`src/su3mv_pkg.sv`:
```
// su3mv_pkg: shared types and register codes for the su3 matrix-vector multiply
// item payload structs, pipeline enable bundle, configuration register indexes
// no dependencies
package su3mv_pkg;

  // packed complex words: bits 63:32 real, 31:0 imag
  typedef struct packed {
    logic [63:0] link_00;
    logic [63:0] link_01;
    logic [63:0] link_02;
    logic [63:0] link_10;
    logic [63:0] link_11;
    logic [63:0] link_12;
    logic [63:0] link_20;
    logic [63:0] link_21;
    logic [63:0] link_22;
    logic [63:0] vec_0;
    logic [63:0] vec_1;
    logic [63:0] vec_2;
  } su3mv_in_t;

  typedef struct packed {
    logic [63:0] res_0;
    logic [63:0] res_1;
    logic [63:0] res_2;
    logic        batch_end;
  } su3mv_out_t;

  // stage load enables, stage 1 is the input register in the top level
  typedef struct packed {
    logic en2;
    logic en3;
    logic en4;
    logic en5;
  } su3mv_ctrl_t;

  localparam int CfgIdxW   = 1;
  localparam int CfgDataW  = 24;
  localparam int SiteW     = 24;

  localparam logic [CfgIdxW-1:0] CFG_CONJ_TRANSPOSE = 1'd0;
  localparam logic [CfgIdxW-1:0] CFG_BATCH_LENGTH   = 1'd1;

endpackage

```
`src/su3mv_sat.sv`:
```
// su3mv_sat: merges the three lanes, rescales, saturates and packs the result item
// holds the output register
// depends on su3mv_pkg
module su3mv_sat
  import su3mv_pkg::*;
#(
  parameter int COMPONENT_WIDTH = 32,
  parameter int FRACTION_BITS   = 28
) (
  input  logic                                clk,
  input  su3mv_ctrl_t                         ctrl,
  input  logic signed [2*COMPONENT_WIDTH+2:0] sum_re [3],
  input  logic signed [2*COMPONENT_WIDTH+2:0] sum_im [3],
  input  logic                                batch_end,
  output su3mv_out_t                          out_data
);

  localparam int AccW = 2 * COMPONENT_WIDTH + 3;
  localparam logic signed [AccW-1:0] SatMax =
    AccW'((64'sd1 <<< (COMPONENT_WIDTH - 1)) - 64'sd1);
  localparam logic signed [AccW-1:0] SatMin = ~SatMax;

  su3mv_out_t  res_r;
  su3mv_out_t  res_nxt;
  logic [31:0] re_w [3];
  logic [31:0] im_w [3];

  function automatic logic [31:0] rescale(input logic signed [AccW-1:0] s);
    logic signed [AccW-1:0]            sh;
    logic signed [COMPONENT_WIDTH-1:0] clip;
    sh = s >>> FRACTION_BITS;
    if (sh > SatMax) begin
      clip = SatMax[COMPONENT_WIDTH-1:0];
    end else if (sh < SatMin) begin
      clip = SatMin[COMPONENT_WIDTH-1:0];
    end else begin
      clip = sh[COMPONENT_WIDTH-1:0];
    end
    return 32'(clip);
  endfunction

  // rescale each lane and pack real over imag
  always_comb begin
    for (int d = 0; d < 3; d++) begin
      re_w[d] = rescale(sum_re[d]);
      im_w[d] = rescale(sum_im[d]);
    end
    res_nxt.res_0     = {re_w[0], im_w[0]};
    res_nxt.res_1     = {re_w[1], im_w[1]};
    res_nxt.res_2     = {re_w[2], im_w[2]};
    res_nxt.batch_end = batch_end;
  end

  // output register
  always_ff @(posedge clk) begin
    if (ctrl.en5) begin
      res_r <= res_nxt;
    end
  end

  assign out_data = res_r;

endmodule
```
`config.mk`:
```
export PLATFORM = sky130hd
export DESIGN_NAME = su3mv_sat
export DESIGN_NICKNAME = d
export VERILOG_FILES = /design/src/su3mv_pkg.sv /design/src/su3mv_sat.sv
export SDC_FILE = /design/constraint.sdc
export NUM_CORES = 1
export LEC_CHECK = 0
export ABC_CLOCK_PERIOD_IN_PS = 1800
export BUFFER_PORTS_ARGS = -buffer_cell sky130_fd_sc_hd__buf_2
export CORE_AREA = 2 2 233 235
export CTS_BUF_LIST = sky130_fd_sc_hd__clkbuf_4 sky130_fd_sc_hd__clkbuf_8
export DETAILED_ROUTE_END_ITERATION = 8
export DIE_AREA = 0 0 235 237
export PLACE_DENSITY = 0.42
export SLEW_MARGIN = 20
export SYNTH_ARGS = -nofsm -noshare
export SYNTH_HDL_FRONTEND = slang
export SYNTH_SLANG_ARGS = --single-unit
```
`constraint.sdc`:
```
create_clock -name clk -period 1.8 [get_ports clk]
set_input_delay 0.27 -clock clk [delete_from_list [all_inputs] [get_ports clk]]
set_output_delay 0.27 -clock clk [all_outputs]
set_load 0.01 [all_outputs]
```
== After elaboration in Yosys (flattened, before gate mapping) ==
Cells that the tools add are included.

* Register bits: 193
* Bits of input ports: 408
* Output and inout bits: 193
* Logic and storage cells: 25

* Order comparisons: 12
* Multiplexer cells: 6

{| class="wikitable"
|+ Operator list
! kind !! number
|-
| 39-bit by 32-bit > comparator with 1-bit output, second input constant || 6
|-
| 39-bit by 32-bit < comparator with 1-bit output, second input constant || 6
|-
| 32-bit two-way mux || 6
|}

== Depth between registers and ports, before layout ==
Gate-level depths: netlist of the first run.

* Word-level depth: 2
* Gate-level depth with buffers: 6

== Least setup slack after synthesis of the first run ==
Ideal clock, no wire load.

* Path kind: input-to-reg
* Start: in sum_re[128] (netlist bit)
* End: reg res_r (netlist bit out_data[103]), data pin
* Setup time: 0.254 ns
* Data arrival time: 1.503 ns
* Required time: 1.546 ns
* Slack: 0.043 ns
* Stages: 5
* Path buffers: 2
* Cells stage by stage: or4_4 o41a_1 buf_6 buf_8 a21o_1

* Longest elaborated chain between the ends: 2

{| class="wikitable"
|+ RTL lines
! what !! RTL line !! RTL
|-
| start: declaration || su3mv_sat.sv:12 || <nowiki>input logic signed [2*COMPONENT_WIDTH+2:0] sum_re [3],</nowiki>
|-
| 39-bit by 32-bit < comparator with 1-bit output || su3mv_sat.sv:34 || <nowiki>end else if (sh < SatMin) begin</nowiki>
|-
| 32-bit two-way mux || su3mv_sat.sv:34 ||
|-
| end signal: assignment || su3mv_sat.sv:57 || <nowiki>res_r <= res_nxt;</nowiki>
|-
| end: declaration || su3mv_sat.sv:23 || <nowiki>su3mv_out_t res_r;</nowiki>
|}

Several ways; a longest one is shown, not always the timed one.
A chain may end at the register's enable or synchronous reset.

== Worst setup path after layout of the first run ==
* Start: reg res_r (netlist bit out_data[17])
* End: out out_data[17] (netlist bit)

{| class="wikitable"
|+ RTL lines
! what !! RTL line !! RTL
|-
| end: declaration || su3mv_sat.sv:15 || <nowiki>output su3mv_out_t out_data</nowiki>
|}

No word-level cell between the ends.

==> impl_metrics.json, run 1 <==
{
  "vias": 8466,
  "dp_hpwl_mm": 24.2,
  "slew_headroom": 0.310,
  "critical-path-max-stage-delay_ns": 0.53,
  "rsz0062_at_grt": "no",
  "drt_first_pass_iters": 4,
  "grt_first_pass_wirelength_mm": 51.2,
  "synthToLayoutAreaGrowth_pct": 58.8,
  "dp_cells": 1793,
  "yosys_warnings": 0,
  "first_global_vias": 8485,
  "cp_top_family": "flip-flops",
  "startpoint_type": "flip-flop",
  "setup_ws_ns": 0.251,
  "clkSinkCount": 193,
  "place.gp.congestion": 0.793,
  "synth-seq-cells": 193,
  "place_ws_ns": -0.126,
  "drv_cap": 0,
  "netlist_area_um2": 8990,
  "post_drt_wl_per_cell_um": 17.1,
  "power_leakage_uw": 0.00547,
  "routed_wl_mm": 34.0,
  "cp.arrival_ns": 1.28,
  "final_nets": 1689,
  "drv_slew": 0,
  "crit_chain": "buf_2",
  "fmax_ghz": 0.646,
  "crit_fanout": 1,
  "fin_hold_ws_ns": 0.102,
  "synth.avg_cell_area_um2": 12.7,
  "final-instance-count-excl-fill": 1991,
  "crit_slowest_cell": "edfxtp_1",
  "ys_types": 26,
  "syn_inst": 707,
  "via_per_inst": 4.25,
  "clk_path_buf_depth": 2,
  "powerDensity_nw_per_um2": 725,
  "antenna_found_initial": 2,
  "drtAntennaViolNets": 0,
  "io_buffers": 429,
  "syn-num-nets": 1115,
  "cts_tree": "built",
  "cp.required_ns": 1.53,
  "fin_util": 0.268,
  "period_share": 0.860,
  "io_pins": 601,
  "grt.overflow.total": 0,
  "endpoint_kind": "output pin",
  "fp.dieArea_um2": 55700,
  "grt_max_degree": 55,
  "outcome": "finished, final reports clean",
  "worstMarginPinSlew_ns": 1.03,
  "die_w_um": 235,
  "ir_worst_vdd_mv": 0.358,
  "largest_register_ffs": 193,
  "cts_buffers": 17,
  "start_util": 0.169,
  "drt-initial-drc-count": 385,
  "hold_class": "input pin to flip-flop",
  "rows": 85,
  "crit_buf_inv": 1,
  "seq_area_frac_synth": 0.644,
  "fp.coreArea_um2": 53300,
  "track_usage": 0.119,
  "critPathKind": "flip-flop to output pin",
  "root_buffer": "clkbuf_8",
  "htree_num_levels": 4,
  "drc": 0,
  "drive_above_1_share": 0.408,
  "fin_crit_ns": 1.55,
  "clkTransAtPathRegs_ns": 0.11,
  "die-height_um": 237,
  "finalHoldViolations": 0,
  "finalSetupViolCount": 0
}
## kinds of logic (layout without fill, tap and decap cells)
family,count (synthesis),after routing,share of synthesized area
other,0,1,0
AND/OR/NAND/NOR,209,209,0.122
AO/OA/AOI/OAI,188,188,0.181
flip-flops,193,193,0.644
buffers and inverters,117,704,0.0526
## Yosys cell counts
| cell | n | area, um^2 |
|---|---|---|
| edfxtp_1 | 193 | 5800 |
| nor3_1 | 125 | 626 |
| o2bb2ai_1 | 82 | 718 |
| clkbuf_1 | 71 | 267 |
| o32ai_1 | 42 | 368 |
| nand4_1 | 40 | 250 |
| a2bb2oi_1 | 36 | 315 |
| inv_1 | 24 | 90.1 |
| nand2_1 | 21 | 78.8 |
| a21o_1 | 20 | 150 |
| buf_1 | 16 | 60.1 |
| a21o_2 | 6 | 52.6 |
| or4_1 | 5 | 37.5 |
| nand3_1 | 4 | 20.0 |
| nor2_1 | 4 | 15.0 |
| or3_1 | 4 | 25.0 |
| buf_2 | 3 | 15.0 |
| and2_1 | 2 | 12.5 |
| buf_8 | 2 | 30.0 |
| a31o_2 | 1 | 8.76 |
| and4_1 | 1 | 8.76 |
| and4_2 | 1 | 10.0 |
| buf_6 | 1 | 11.3 |
| nor4_1 | 1 | 6.26 |
| o41a_1 | 1 | 11.3 |
| or4_4 | 1 | 11.3 |
## cells in the final DEF, fill, tap and decap left out, types with 2 or more instances in the layout
| cell type | Yosys | routed |
|---|---|---|
| clkinvlp_4 | 0 | 2 |
| buf_12 | 0 | 15 |
| nand3_1 | 4 | 4 |
| a2bb2oi_1 | 36 | 36 |
| nand2_1 | 21 | 21 |
| buf_2 | 3 | 428 |
| nand4_1 | 40 | 40 |
| inv_6 | 0 | 2 |
| nor3_1 | 125 | 125 |
| clkinv_4 | 0 | 2 |
| a21o_2 | 6 | 6 |
| o32ai_1 | 42 | 42 |
| buf_4 | 0 | 39 |
| clkinv_2 | 0 | 5 |
| inv_1 | 24 | 24 |
| nor2_1 | 4 | 2 |
| clkbuf_8 | 0 | 18 |
| or4_1 | 5 | 4 |
| and2_1 | 2 | 2 |
| or3_1 | 4 | 3 |
| clkbuf_4 | 0 | 2 |
| o2bb2ai_1 | 82 | 82 |
| dlygate4sd3_1 | 0 | 165 |
| bufinv_16 | 0 | 2 |
| a21o_1 | 20 | 20 |
| edfxtp_1 | 193 | 193 |
## final cells by class
type / count / area (um^2)
diodes: 1 / 2.50
clock buffers: 19 / 249
clock inverters: 13 / 135
fillers: 5600 / 39000
inverters: 24 / 90.1
multi-input cells: 397 / 2740
flip-flops and latches: 193 / 5800
well taps: 696 / 871
repair buffers: 648 / 4400
## repair_timing
action	in CTS	in global routing
hold endpoints to repair	165	0
hold buffers	165	0
resized for setup	0	0
setup buffers	0	0
## through the flow
step / power [uW] / area (um^2) / setup TNS (ns)
floorplan: 6100 / 8990 / 0
global placement: 7110 / 12200 / -4.16
detailed placement: 7130 / 12200 / -4.69
CTS: 10600 / 14300 / 0
global route: 10900 / 14300 / 0
finish: 10300 / 14300 / 0
## power breakdown
group	internal, uW	switching, uW
clock	1260	1800
sequential	5350	99.8
combinational	869	972
## worst paths after layout
path | from | endpoint | slack [ns] | depth (start not counted)
setup / recovery | out_data[17] | out_data[17] | 0.25 | 1
hold / removal | sum_im[163] | out_data[130] | 0.10 | 3
## routing by layer
layer	track usage	vias up	wire [um]
met3	0.0322	37	2040
met5	0	-	0
met1	0.150	4092	15000
li1	-	4020	-
met4	0.0543	0	932
met2	0.192	317	16000
Note: power is estimated with default switching activity, not from simulation.
==> inputs of run 2 (changes only) <==
--- a/config.mk
+++ b/config.mk
@@ -11,7 +11,9 @@
 export CTS_BUF_LIST = sky130_fd_sc_hd__clkbuf_4 sky130_fd_sc_hd__clkbuf_8
 export DETAILED_ROUTE_END_ITERATION = 8
 export DIE_AREA = 0 0 235 237
+export GPL_TIMING_DRIVEN = 0
 export PLACE_DENSITY = 0.42
+export RECOVER_POWER = 50
 export SLEW_MARGIN = 20
 export SYNTH_ARGS = -nofsm -noshare
 export SYNTH_HDL_FRONTEND = slang
==> run 2 against run 1 <==
Against the previous run:
- sequential share of layout area rose by 0.60 points
- sequential power hardly changed
- via count grew 0.60%
- count of clock-buffer cells in the layout fell by 2
- die area unchanged
- wire length up 1.4%
- largest power group unchanged
==> impl_metrics.json, run 2 (synthesis results as in run 1) <==
{
  "place.gp.congestion": 0.795,
  "p_clk_frac": 0.300,
  "worstMarginPinSlew_ns": 0.929,
  "fin_crit_ns": 1.73,
  "crit_fanout": 10,
  "critPathKind": "input pin to flip-flop",
  "startpoint_type": "input pin",
  "synthToLayoutAreaGrowth_pct": 56.5,
  "vias": 8517,
  "power.switching_uw": 2910,
  "htree_num_levels": 4,
  "io_buffers": 428,
  "endpoint_kind": "flip-flop",
  "drt_first_pass_iters": 5,
  "die-height_um": 237,
  "cts_setup_buffers": 0,
  "start_util": 0.169,
  "first_global_vias": 8672,
  "ir_worst_vdd_mv": 0.419,
  "grt.overflow.total": 0,
  "via_per_inst": 4.19,
  "dp_hpwl_mm": 25.2,
  "largest_register_ffs": 193,
  "cp.required_ns": 2.06,
  "root_buffer": "clkbuf_8",
  "p_int_uw": 7410,
  "rsz0062_at_grt": "no",
  "finalHoldViolations": 0,
  "final_nets": 1728,
  "switching_share": 0.282,
  "routed_wl_mm": 34.5,
  "slew_headroom": 0.381,
  "p_comb_frac": 0.173,
  "cp.arrival_ns": 1.99,
  "outcome": "finished, final reports clean",
  "clkTransAtPathRegs_ns": 0.11,
  "drt-initial-drc-count": 340,
  "grt_first_pass_wirelength_mm": 51.9,
  "hold_start": "sum_re[102]",
  "fp.dieArea_um2": 55700,
  "clk_path_buf_depth": 2,
  "hold_depth": 2,
  "post_drt_wl_per_cell_um": 17.0,
  "fp.coreArea_um2": 53300,
  "hold_path_end": "out_data[104]",
  "antenna_found_initial": 9,
  "grt_max_degree": 93,
  "power_frac_seq": 0.527,
  "period_share": 0.959,
  "layout_commonest_cell": "buf_2",
  "drive_above_1_share": 0.353,
  "mostFrequentLayoutCells": "424 x buf_2, 193 x edfxtp_1, 164 x dlygate4sd3_1",
  "drv_slew": 0,
  "fmax_ghz": 0.579,
  "power_leakage_uw": 0.00526,
  "fin_setup_tns_ns": 0,
  "drtAntennaViolNets": 0,
  "cts_buffers": 17,
  "drc": 0,
  "track_usage": 0.122,
  "drv_cap": 0,
  "rows": 85,
  "io_pins": 601,
  "clkSinkCount": 193,
  "powerDensity_nw_per_um2": 734,
  "finalSetupViolCount": 0,
  "total_power_uw": 10300,
  "die_w_um": 235,
  "hold_class": "input pin to flip-flop",
  "cts_tree": "built"
}
-- run 2: worst max-delay path by stage --
stage / cells after the start / endpoint / start / slack, ns
4_1_cts: 6 / out_data[12] / sum_im[62] / 0.18
3_5_place_dp: 6 / out_data[12] / sum_im[62] / -0.50
6_report: 6 / out_data[12] / sum_im[62] / 0.07
2_1_floorplan: 5 / out_data[103] / sum_re[128] / 0.04
3_3_place_gp: 1 / out_data[48] / ctrl[0] / -2.49
5_1_grt: 3 / out_data[90] / ctrl[0] / 0.08
-- run 2: final cells by class --
type,instances,area [um^2]
fill,5666,39200
sequential,193,5800
timing repair buffer,594,3810
multi-input combinational,397,2720
tap,696,871
buffer,93,383
clock buffer,17,234
clock inverter,15,159
inverter,24,90.1
antenna,4,10.0
-- run 2: power groups by stage --
stage	registers [uW]	logic, uW	clock network, uW
3_5_place_dp	5540	1530	0
4_1_cts	5440	1820	3300
3_3_place_gp	5560	1510	0
6_report	5440	1790	3100
5_1_grt	5480	1940	3410
2_1_floorplan	5750	349	0
-- run 2: metrics by stage --
stage          hold WS (ns)  cells  setup WS, ns  cell area, um^2   util
2_1_floorplan         0.369    707        0.0429             8990      -
3_3_place_gp          0.446   1831         -2.49            12000  0.225
3_5_place_dp          0.452   1833        -0.498            12100  0.227
4_1_cts             0.00168   2029         0.176            14100  0.265
5_1_grt              0.0309   2032        0.0798            14100  0.264
6_report             0.0674   2033        0.0734            14100  0.264
-- run 2: repair_timing --
item	4_1_cts	5_1_grt
hold buffers	164	0
resized for setup	0	0
endpoints found under the hold margin	181	0
-- run 2: layer usage --
| layer | up-vias | share of wire | GRT usage |
|---|---|---|---|
| met5 | - | 0.0020 | 0 |
| met4 | 10 | 0.019 | 0.0456 |
| met2 | 284 | 0.49 | 0.203 |
| li1 | 4089 | - | - |
| met1 | 4092 | 0.42 | 0.146 |
| met3 | 42 | 0.066 | 0.0420 |
-- run 2: critical path, cell delays in order --
cell and delay (ns):
buf_2 0.10, or4_1 0.51, clkbuf_1 0.27, buf_1 0.41, nor3_1 0.27, o2bb2ai_1 0.15
